`src/hw/rtl/b2da_pkg.sv`:
```
`default_nettype none
package b2da_pkg;

  localparam int MAX_DIGITS   = 10;
  localparam int FIXED_DIGITS = 4;
  localparam int DIG_IDX_W    = $clog2(MAX_DIGITS);
  localparam int QUEUE_DEPTH  = 2;

  localparam logic [6:0]  CHAR_ZERO   = 7'h30;
  localparam logic [6:0]  CHAR_MINUS  = 7'h2d;
  localparam logic [31:0] RECIP_TEN   = 32'hcccc_cccd;
  localparam int          RECIP_SHIFT = 35;

  localparam logic CMD_SIGNED = 1'b0;
  localparam logic CMD_FIXED4 = 1'b1;

  typedef logic [3:0] digit_t;

  typedef struct packed {
    logic        cmd;
    logic        neg;
    logic [31:0] mag;
  } item_t;

endpackage
`default_nettype wire

```
`src/hw/rtl/b2da_if.sv`:
```
`default_nettype none
interface b2da_in_if;
  logic               valid;
  logic               ready;
  logic               command;
  logic signed [31:0] value;

  modport source (output valid, output command, output value, input ready);
  modport sink   (input valid, input command, input value, output ready);
endinterface

interface b2da_out_if;
  logic       valid;
  logic       ready;
  logic [6:0] ascii_char;
  logic       last;

  modport source (output valid, output ascii_char, output last, input ready);
  modport sink   (input valid, input ascii_char, input last, output ready);
endinterface
`default_nettype wire

```
`src/hw/rtl/b2da_front.sv`:
```
`default_nettype none
module b2da_front (
  b2da_in_if.sink        in_ch,
  input  logic           q_full,
  output logic           q_push,
  output b2da_pkg::item_t q_item
);
  import b2da_pkg::*;

  logic [31:0] raw;
  logic        neg;

  assign raw = $unsigned(in_ch.value);
  assign neg = (in_ch.command == CMD_SIGNED) && raw[31];

  assign in_ch.ready = !q_full;
  assign q_push      = in_ch.valid && !q_full;

  always_comb begin
    q_item.cmd = in_ch.command;
    q_item.neg = neg;
    if (in_ch.command == CMD_FIXED4) begin
      q_item.mag = {16'h0000, raw[15:0]};
    end else if (neg) begin
      q_item.mag = (~raw) + 32'd1;
    end else begin
      q_item.mag = raw;
    end
  end

endmodule
`default_nettype wire

```
`src/hw/rtl/b2da_queue.sv`:
```
`default_nettype none
module b2da_queue #(
  parameter int DEPTH = b2da_pkg::QUEUE_DEPTH
) (
  input  logic            clk,
  input  logic            rst_n,
  input  logic            push,
  input  b2da_pkg::item_t push_item,
  output logic            full,
  input  logic            pop,
  output logic            valid,
  output b2da_pkg::item_t pop_item
);
  import b2da_pkg::*;

  localparam int PTR_W = (DEPTH > 1) ? $clog2(DEPTH) : 1;
  localparam int CNT_W = $clog2(DEPTH + 1);

  item_t            mem [DEPTH];
  logic [PTR_W-1:0] wr_ptr_r;
  logic [PTR_W-1:0] rd_ptr_r;
  logic [CNT_W-1:0] count_r;

  assign full     = (count_r == CNT_W'(DEPTH));
  assign valid    = (count_r != '0);
  assign pop_item = mem[rd_ptr_r];

  always_ff @(posedge clk) begin
    if (push) begin
      mem[wr_ptr_r] <= push_item;
    end
  end

  always_ff @(posedge clk) begin
    if (!rst_n) begin
      wr_ptr_r <= '0;
      rd_ptr_r <= '0;
      count_r  <= '0;
    end else begin
      if (push) begin
        wr_ptr_r <= (wr_ptr_r == PTR_W'(DEPTH - 1)) ? '0 : wr_ptr_r + PTR_W'(1);
      end
      if (pop) begin
        rd_ptr_r <= (rd_ptr_r == PTR_W'(DEPTH - 1)) ? '0 : rd_ptr_r + PTR_W'(1);
      end
      if (push && !pop) begin
        count_r <= count_r + CNT_W'(1);
      end else if (pop && !push) begin
        count_r <= count_r - CNT_W'(1);
      end
    end
  end

`ifndef SYNTH
  a_count_bound: assert property (@(posedge clk) disable iff (!rst_n)
    count_r <= CNT_W'(DEPTH))
    else $error("queue count above depth");
  a_count_up: assert property (@(posedge clk) disable iff (!rst_n)
    (push && !pop) |=> count_r == $past(count_r) + CNT_W'(1))
    else $error("queue count did not rise on push");
  a_no_empty_pop: assert property (@(posedge clk) disable iff (!rst_n)
    pop |-> valid)
    else $error("pop from empty queue");
`endif

endmodule
`default_nettype wire

```
`src/hw/rtl/b2da_back.sv`:
```
`default_nettype none
module b2da_back (
  input  logic            clk,
  input  logic            rst_n,
  input  logic            q_valid,
  input  b2da_pkg::item_t q_item,
  output logic            q_pop,
  b2da_out_if.source      out_ch
);
  import b2da_pkg::*;

  typedef enum logic [2:0] {
    S_IDLE,
    S_MUL,
    S_REM,
    S_SIGN,
    S_EMIT
  } state_t;

  state_t               state_r;
  logic                 cmd_r;
  logic                 neg_r;
  logic [31:0]          mag_r;
  logic [63:0]          prod_r;
  digit_t               dig_r [MAX_DIGITS];
  logic [DIG_IDX_W-1:0] n_r;
  logic [DIG_IDX_W-1:0] idx_r;
  logic                 out_valid_r;
  logic [6:0]           out_char_r;
  logic                 out_last_r;

  logic [31:0] quo;
  logic [31:0] quo_x10;
  logic [31:0] rem_full;
  digit_t      rem;
  logic        done;
  logic        slot_free;
  logic        emit_now;

  assign quo      = 32'(prod_r[63:RECIP_SHIFT]);
  assign quo_x10  = (quo << 3) + (quo << 1);
  assign rem_full = mag_r - quo_x10;
  assign rem      = rem_full[3:0];
  assign done     = (cmd_r == CMD_FIXED4) ? (n_r == DIG_IDX_W'(FIXED_DIGITS - 1))
                                          : (quo == '0);
  assign slot_free = !out_valid_r || out_ch.ready;
  assign emit_now  = slot_free && ((state_r == S_SIGN) || (state_r == S_EMIT));
  assign q_pop     = (state_r == S_IDLE) && q_valid;

  assign out_ch.valid      = out_valid_r;
  assign out_ch.ascii_char = out_char_r;
  assign out_ch.last       = out_last_r;

  always_ff @(posedge clk) begin
    if (!rst_n) begin
      state_r     <= S_IDLE;
      out_valid_r <= 1'b0;
    end else begin
      if (emit_now) begin
        out_valid_r <= 1'b1;
      end else if (out_ch.ready) begin
        out_valid_r <= 1'b0;
      end
      case (state_r)
        S_IDLE: begin
          if (q_valid) begin
            cmd_r   <= q_item.cmd;
            neg_r   <= q_item.neg;
            mag_r   <= q_item.mag;
            n_r     <= '0;
            state_r <= S_MUL;
          end
        end
        S_MUL: begin
          prod_r  <= 64'(mag_r) * 64'(RECIP_TEN);
          state_r <= S_REM;
        end
        S_REM: begin
          dig_r[n_r] <= rem;
          mag_r      <= quo;
          if (done) begin
            idx_r   <= n_r;
            state_r <= neg_r ? S_SIGN : S_EMIT;
          end else begin
            n_r     <= n_r + DIG_IDX_W'(1);
            state_r <= S_MUL;
          end
        end
        S_SIGN: begin
          if (slot_free) begin
            out_char_r  <= CHAR_MINUS;
            out_last_r  <= 1'b0;
            state_r     <= S_EMIT;
          end
        end
        S_EMIT: begin
          if (slot_free) begin
            out_char_r  <= CHAR_ZERO + {3'b000, dig_r[idx_r]};
            out_last_r  <= (idx_r == '0);
            if (idx_r == '0) begin
              state_r <= S_IDLE;
            end else begin
              idx_r <= idx_r - DIG_IDX_W'(1);
            end
          end
        end
        default: begin
          state_r <= S_IDLE;
        end
      endcase
    end
  end

`ifndef SYNTH
  a_digit_range: assert property (@(posedge clk) disable iff (!rst_n)
    (state_r == S_REM) |-> (rem_full < 32'd10))
    else $error("remainder out of digit range");
  a_digit_count: assert property (@(posedge clk) disable iff (!rst_n)
    (state_r == S_REM) |-> (n_r < DIG_IDX_W'(MAX_DIGITS)))
    else $error("digit count overflow");
  a_last_ends_run: assert property (@(posedge clk) disable iff (!rst_n)
    (state_r == S_EMIT && slot_free && idx_r == '0) |=>
      (state_r == S_IDLE && out_valid_r && out_last_r))
    else $error("final character not flagged");
`endif

endmodule
`default_nettype wire

```
`src/hw/rtl/binary_to_decimal_ascii.sv`:
```
// binary to decimal ascii converter
// in_ch carries one word per value: command and a 32-bit value.
//   command 0: signed decimal, '-' for negatives, no leading zeros, '0' for zero
//   command 1: low 16 bits unsigned, exactly four digits of value mod 10000
// out_ch carries one character per word, last set on the final character.
// a front stage classifies the value (sign, magnitude) into a short queue;
// the back end extracts each digit with a reciprocal multiply by ten (a multiply
// state, then a quotient and remainder state), then emits the sign and
// the digits most significant first from a registered output slot.
// in_ch.ready stays high while the queue has room, so values are taken
// while the previous one is still converting.
// when the receiver stalls the output word holds and the back end waits;
// the queue keeps accepting until it is full.
// reset (rst_n low, synchronous) empties the queue and drops any partial run.
`default_nettype none
module binary_to_decimal_ascii #(
  parameter int QUEUE_DEPTH = b2da_pkg::QUEUE_DEPTH
) (
  input  logic        clk,
  input  logic        rst_n,
  b2da_in_if.sink     in_ch,
  b2da_out_if.source  out_ch
);
  import b2da_pkg::*;

  item_t push_item;
  item_t pop_item;
  logic  q_push;
  logic  q_full;
  logic  q_pop;
  logic  q_valid;

  b2da_front u_front (
    .in_ch  (in_ch),
    .q_full (q_full),
    .q_push (q_push),
    .q_item (push_item)
  );

  b2da_queue #(
    .DEPTH (QUEUE_DEPTH)
  ) u_queue (
    .clk       (clk),
    .rst_n     (rst_n),
    .push      (q_push),
    .push_item (push_item),
    .full      (q_full),
    .pop       (q_pop),
    .valid     (q_valid),
    .pop_item  (pop_item)
  );

  b2da_back u_back (
    .clk     (clk),
    .rst_n   (rst_n),
    .q_valid (q_valid),
    .q_item  (pop_item),
    .q_pop   (q_pop),
    .out_ch  (out_ch)
  );

endmodule
`default_nettype wire
```
`src/flat_wrapper.sv`:
```
// flat-port wrapper written by rule: the top's interface ports become plain ports
module binary_to_decimal_ascii_flat import b2da_pkg::*;
#(
  parameter int QUEUE_DEPTH = b2da_pkg::QUEUE_DEPTH
)
  (clk, rst_n, in_ch_valid, in_ch_command, in_ch_value, in_ch_ready, out_ch_valid, out_ch_ascii_char, out_ch_last, out_ch_ready);
  b2da_in_if in_ch_i ();
  b2da_out_if out_ch_i ();
  input  logic clk;
  input  logic rst_n;
  input wire logic [$bits(in_ch_i.valid)-1:0] in_ch_valid;
  input wire logic [$bits(in_ch_i.command)-1:0] in_ch_command;
  input wire logic [$bits(in_ch_i.value)-1:0] in_ch_value;
  output wire logic [$bits(in_ch_i.ready)-1:0] in_ch_ready;
  output wire logic [$bits(out_ch_i.valid)-1:0] out_ch_valid;
  output wire logic [$bits(out_ch_i.ascii_char)-1:0] out_ch_ascii_char;
  output wire logic [$bits(out_ch_i.last)-1:0] out_ch_last;
  input wire logic [$bits(out_ch_i.ready)-1:0] out_ch_ready;
  assign in_ch_i.valid = in_ch_valid;
  assign in_ch_i.command = in_ch_command;
  assign in_ch_i.value = in_ch_value;
  assign in_ch_ready = in_ch_i.ready;
  assign out_ch_valid = out_ch_i.valid;
  assign out_ch_ascii_char = out_ch_i.ascii_char;
  assign out_ch_last = out_ch_i.last;
  assign out_ch_i.ready = out_ch_ready;
  binary_to_decimal_ascii #(.QUEUE_DEPTH(QUEUE_DEPTH)) u_core (.clk(clk), .rst_n(rst_n), .in_ch(in_ch_i), .out_ch(out_ch_i));
endmodule
```
`config.mk`:
```
export PLATFORM = sky130hd
export DESIGN_NAME = binary_to_decimal_ascii_flat
export DESIGN_NICKNAME = d
export VERILOG_FILES = /design/src/hw/rtl/b2da_pkg.sv /design/src/hw/rtl/b2da_if.sv /design/src/hw/rtl/b2da_front.sv /design/src/hw/rtl/b2da_queue.sv /design/src/hw/rtl/b2da_back.sv /design/src/hw/rtl/binary_to_decimal_ascii.sv /design/src/flat_wrapper.sv
export SDC_FILE = /design/constraint.sdc
export NUM_CORES = 1
export LEC_CHECK = 0
export ABC_AREA = 1
export BUFFER_PORTS_ARGS = -buffer_cell sky130_fd_sc_hd__buf_4
export CORE_UTILIZATION = 50
export DETAILED_ROUTE_END_ITERATION = 10
export PLACE_DENSITY_LB_ADDON = 0.2
export REMOVE_ABC_BUFFERS = 1
export SYNTH_ARGS = -nofsm -noshare
export SYNTH_HDL_FRONTEND = slang
export SYNTH_SLANG_ARGS = --single-unit
```
`constraint.sdc`:
```
create_clock -name clk -period 10.31 [get_ports clk]
set_clock_uncertainty 0.2 [all_clocks]
set_input_delay 2.5775 -clock clk [delete_from_list [all_inputs] [get_ports clk]]
set_output_delay 2.5775 -clock clk [all_outputs]
set_load 0.05 [all_outputs]
```
* Yosys cells after proc, flatten, opt, wreduce, memory -nomap -nowiden
Memories as Yosys holds them, arrays and structs flattened. A register that Yosys moved wholly into a read port is not among the register bits.
Cells that the tools add are included.
Widths: inputs -> output; s select.
** Word-level totals
- Flip-flop bits (word level) :: 122
- RAM bits :: 108
- Input bits :: 37
- Output and inout port bits :: 10
- Word-level logic and storage cells :: 108
- Memories :: 2
** Operators by class
- $add $sub $neg :: 10
- $mul :: 1
- Equal/unequal tests :: 13
- Mux-type cells :: 39
- Bitwise logic cells :: 2
- Reductions and logical operators :: 28
** Memory list
- u_core.u_queue.mem :: words 2, width 34, read ports 1, clocked after Yosys merged registers in 1, write ports 1, line b2da_queue.sv:19 : item_t mem [DEPTH];
- u_core.u_back.dig_r :: words 10, width 4, read ports 1, clocked after Yosys merged registers in 1, write ports 1, line b2da_back.sv:25 : digit_t dig_r [MAX_DIGITS];
** Operator list (count)
- $mux 32 :: 3
- $mul 32x32->64 const B :: 1
- $pmux 32 s2 :: 1
- $add 32x1->32 const B :: 1
- $logic_not 32->1 :: 1
- $not 32->32 :: 1
- $mux 4 :: 6
- $mux 3 :: 6
- $pmux 4 s2 :: 2
- $pmux 3 s5 :: 1
- $mux 1 :: 14
- $mux 7 :: 2
- $pmux 7 s2 :: 1
- $ne 2x2->1 const B :: 6
- $reduce_and 4->1 :: 3
- $reduce_bool 2->1 :: 6
- $add 6x4->7 const A :: 1
- $eq 3x2->1 const B :: 2
- $logic_and 1x1->1 :: 6
- $reduce_and 3->1 :: 2
- $reduce_and 5->1 :: 1
- $add 4x1->4 const B :: 1
- $add 4x4->4 :: 1
- $eq 4x2->1 const B :: 1
- other kinds (17) :: 23

* Longest topological paths before layout
- Depth in word-level cells :: 7
- Depth in mapped cells :: 30
- Gate-level depth less buffers :: 29

* Hierarchy
From an unflattened synthesis, not the netlist that was laid out.
** Second synthesis, totals
- Cells, all modules :: 3098
- Area, all modules :: 27829.2 µm²
** Modules (own cells, without submodules)
- b2da_back :: times used 1, cells an instance 2731, area each 23820.3 µm², sequential area each 3673.5 µm²
- b2da_queue :: times used 1, cells an instance 141, area each 2836.5 µm², sequential area each 2142.1 µm²
- b2da_front :: times used 1, cells an instance 226, area each 1172.4 µm², sequential area each 0.0 µm²

* Worst setup path before layout
OpenSTA, ideal clock, no wires.
- Path type :: register to register
- Start point :: register u_core.u_back.mag_r[18]
- End point :: register u_core.u_back.prod_r[59] (data pin)
- Setup time :: 0.252 ns
- Arrival :: 5.756 ns
- Required time :: 9.858 ns
- Path slack :: 4.101 ns
- Stages on the path, launching flop included :: 27
- Buffers on the path :: 0
- Period minus slack after synthesis :: 6.209 ns
- Cell sequence :: edfxtp_1 -> ha_1 -> inv_1 -> fa_1 -> inv_1 -> fa_1 -> inv_1 -> fa_1 -> inv_1 -> fa_1 -> fa_1 -> fa_1 -> inv_1 -> fa_1 -> inv_1 -> ha_1 -> nand2_1 -> inv_1 -> nand2_1 -> nand2_1 -> o21bai_1 -> nand2_1 -> nand2_1 -> a21oi_1 -> nand2_1 -> nand2_1 -> nand2_1
** On the way
- Cells in the longest elaborated chain, start to end :: 1
** RTL lines
- from (decl) :: line b2da_back.sv:23 : logic [31:0] mag_r;
- from (signal assigned) :: line b2da_back.sv:69 : mag_r <= q_item.mag;
- from (signal assigned) :: line b2da_back.sv:80 : mag_r <= quo;
- $mul 32x32->64 :: line b2da_back.sv:75 : prod_r <= 64'(mag_r) * 64'(RECIP_TEN);
- to (signal assigned) :: line b2da_back.sv:75
- to (decl) :: line b2da_back.sv:24 : logic [63:0] prod_r;
Every way passes these cells.
A chain may end at the register's enable or synchronous reset.

* Worst setup path in the final report
- Start point :: register u_core.u_back.mag_r[21]
- End point :: register u_core.u_back.prod_r[58] (data pin)
Same word-level chain as after synthesis.

==> flow_summary_export.csv <==
group,metric,value,unit
synthesis,synth-async-reset-ratio,0,
floorplan,die_w,236,um
synthesis,synthTopCellsByCount,"inv_1 (831), nand2_1 (533), fa_1 (386)",
synthesis,ys_seq_area_frac,0.212,
cells_and_area,nFillCells,5022,
setup_path,path_class,"reg2reg",
detailed_routing,wl,83400,um
detailed_routing,firstDrtPassIters,6,
global_routing,grt_max_degree,64,
global_routing,grt_pass1_vias,21515,
cells_and_area,final_nets,3899,
place,gp_congestion,1.02,
timing,setup_viol,0,
cells_and_area,area_growth,6.31,%
synthesis,ys_ff_latch,198,
global_routing,grt_first_pass_wirelength,127000,um
floorplan,initial_core_util,0.507,
detailed_routing,num_vias,20301,
cts,htree_levels,4,
cts,cts_resized,0,
global_routing,overflow,0,
run_status,status,"complete, no violations",
synthesis,yosysMostFrequentCell,"inv_1",
timing,fin_crit,7.41,ns
timing,min_period_over_period,0.718,
setup_path,crit_path_start_kind,"register",
timing,max_slew_margin,0.164,
timing,finalHoldViolations,0,
cts,cts_buffers,17,
synthesis,synth_top_area_frac,0.282,
cells_and_area,register_area,5820,um^2
setup_path,reg2reg_to,"u_core.u_back.prod_r[58]",
setup_path,arrival,7.48,ns
synthesis,synth_edf_count,185,
setup_path,crit_fanout,5,
detailed_routing,wire_per_inst,21.8,um
floorplan,dieHeight,236,um
cts,post_cts_buffers,0,
cts,cts_sinks,198,
synthesis,yosys_most_used_dff,"edfxtp_1",
hold_path,whs_endpoint,"u_core.u_queue.count_r[1]",
cells_and_area,n_antenna_cell,0,
detailed_routing,drc,0,
place,io_buffers,44,
synthesis,synth_cells,3080,
cts,path_clk_slew,0.10,ns
timing,max_freq,135,MHz
setup_path,worstReg2RegStart,"u_core.u_back.mag_r[21]",
floorplan,core_area,54000,um^2
synthesis,ys_top_cells_by_area,"fa_1 (28%), edfxtp_1 (20%), ha_1 (16%)",
setup_path,slowest_stage,"ha_1",
cts,root_buffer,"clkbuf_16",
detailed_routing,ant_nets,0,
synthesis,avgSynthCellArea,8.90,um^2
cts,cts_buffer_depth,2,
synthesis,syn-cell-area,27400,um^2
synthesis,synth_top_area_cell,"fa_1",
cells_and_area,multi_input_area,18300,um^2
timing,rsz0062_at_grt,"false",
setup_path,reg2regPathDepth,21,
run,drv_cap,0,
hold_path,hp-class,"reg2reg",
floorplan,ios,47,
synthesis,synth.distinct_cells,49,
global_routing,grt.total_usage,0.312,
cts,insertion_delay,0.51,ns
timing,worstMarginPinSlew,1.24,ns
place,dp_hpwl,73400,um
setup_path,critPathMostFrequentCell,"fa_1",
timing,drv_slew,0,
hold_path,holdCritStartpoint,"u_core.u_queue.count_r[1]",
setup_path,crit_chain,"ha_1 -> inv_1 -> fa_1 -> inv_1 -> fa_1 -> inv_1 -> fa_1 -> inv_1 -> fa_1 -> fa_1 -> fa_1 -> fa_1 -> ha_1 -> a21oi_1 -> o21ai_0 -> a21oi_1 -> nand2_1 -> a21oi_1 -> nand2_1 -> nand2_1 -> nand2_1",
floorplan,rows,85,
setup_path,r2r_slack,2.90,ns
cells_and_area,drive_gt1_frac,0.0489,
timing,fin_tns_setup,0,ns
cts,cts_tree,"built",
setup_path,critPathMaxStageDelay,0.61,ns
setup_path,crit_path_end_kind,"register",
global_routing,grt_antenna_before_repair,2,
detailed_routing,drt_iter0_markers,1384,
setup_path,required,10.38,ns
cts,cts_hold_buffers,0,
synthesis,synth_warnings,0,
floorplan,dieArea,55800,um^2
hold_path,holdPathStages,2,
detailed_routing,vias_per_cell,5.30,
## per-layer routing
layer | GRT usage | vias to the layer above | routed length (um)
met1 | 0.417 | 9951 | 36100
met2 | 0.501 | 680 | 38500
li1 | - | 9560 | -
met3 | 0.0733 | 110 | 6140
met4 | 0.0984 | 0 | 2650
met5 | 0 | - | 0
## sequential cells by signal (all words and copies together) (netlist names), 2 cells and up, named ones only
register / cells
u_core.u_back.mag_r: 32
u_core.u_queue.count_r: 2
u_core.u_queue.mem: 68
u_core.u_back.state_r: 3
u_core.u_back.prod_r: 29
u_core.u_back.out_ch.ascii_char: 5
u_core.u_back.dig_r: 40
u_core.u_back.n_r: 4
u_core.u_back.idx_r: 4
## worst max path at each step
stage	startpoint	to
after floorplan	u_core.u_back.mag_r[18]	u_core.u_back.prod_r[59]
after global placement	u_core.u_back.mag_r[20]	u_core.u_back.prod_r[58]
after detailed placement	u_core.u_back.mag_r[19]	u_core.u_back.prod_r[58]
after CTS	u_core.u_back.mag_r[19]	u_core.u_back.prod_r[58]
after global routing	u_core.u_back.mag_r[19]	u_core.u_back.prod_r[58]
final	u_core.u_back.mag_r[21]	u_core.u_back.prod_r[58]
## cells by family (layout without fill, tap and decap cells)
group | Yosys count | in the layout | share of synthesized area
multiplexers | 11 | 11 | 0.00424
XOR/XNOR | 69 | 69 | 0.0220
buffers and inverters | 877 | 929 | 0.121
flip-flops | 198 | 198 | 0.212
AO/OA/AOI/OAI | 290 | 290 | 0.0592
other | 2 | 2 | 0.000274
AND/OR/NAND/NOR | 890 | 890 | 0.137
adder cells (fa/ha/maj) | 743 | 743 | 0.445
## cells in the final DEF (no fill, tap or decap), types with 3 or more instances in the layout
| cell type | Yosys | routed |
|---|---|---|
| clkbuf_16 | 0 | 17 |
| ha_1 | 357 | 357 |
| nor2_1 | 179 | 175 |
| o211ai_1 | 19 | 19 |
| nand2_1 | 533 | 533 |
| edfxtp_1 | 185 | 185 |
| nor2_4 | 3 | 3 |
| nor3_1 | 21 | 21 |
| o21bai_1 | 22 | 22 |
| o21ai_1 | 6 | 6 |
| or2_2 | 4 | 4 |
| xnor2_1 | 21 | 21 |
| o21ai_0 | 113 | 113 |
| inv_4 | 0 | 3 |
| nand2_2 | 7 | 7 |
| buf_4 | 2 | 49 |
| xor2_1 | 48 | 48 |
| inv_8 | 0 | 5 |
| a31oi_1 | 3 | 3 |
| a21o_1 | 6 | 6 |
| nor3_2 | 9 | 9 |
| clkinv_8 | 0 | 4 |
| fa_1 | 386 | 386 |
| mux2_2 | 5 | 5 |
| dfxtp_1 | 13 | 12 |
| o221ai_1 | 5 | 5 |
| nor2_2 | 15 | 19 |
| inv_1 | 831 | 831 |
| mux2i_1 | 6 | 6 |
| inv_2 | 16 | 16 |
| o22ai_1 | 5 | 5 |
| nand3_1 | 83 | 83 |
| nand4_1 | 25 | 25 |
| a21oi_1 | 103 | 103 |
## critical path: cells and delay by family, from the launching register on
kind,cells,cell delay [ns]
flops,1,0.56
buf+inv,4,0.35
fa+ha+maj,9,4.55
compound gates,4,1.06
simple gates,4,0.43
## layout make-up
class	instances	share of cell area
sequential	198	0.200
tap	696	0.0299
timing repair buffer	49	0.0126
clock inverter	14	0.00592
clock buffer	18	0.0147
multi-input combinational	2005	0.628
inverter	848	0.109
## per-stage QoR
stage          setup WS, ns  hold WS, ns  instances   util  area [um^2]
6_report               2.90        0.304       3828  0.540        29100
5_1_grt                2.64        0.352       3828  0.540        29100
4_1_cts                2.89        0.315       3828  0.540        29100
3_5_place_dp           2.94        0.297       3796  0.528        28500
3_3_place_gp           2.90        0.278       3796  0.528        28500
2_1_floorplan          4.10        0.258       3051      -        27300
Power is not shown: default switching activity piles up to over one toggle a cycle in this logic, so the estimate is an artifact.
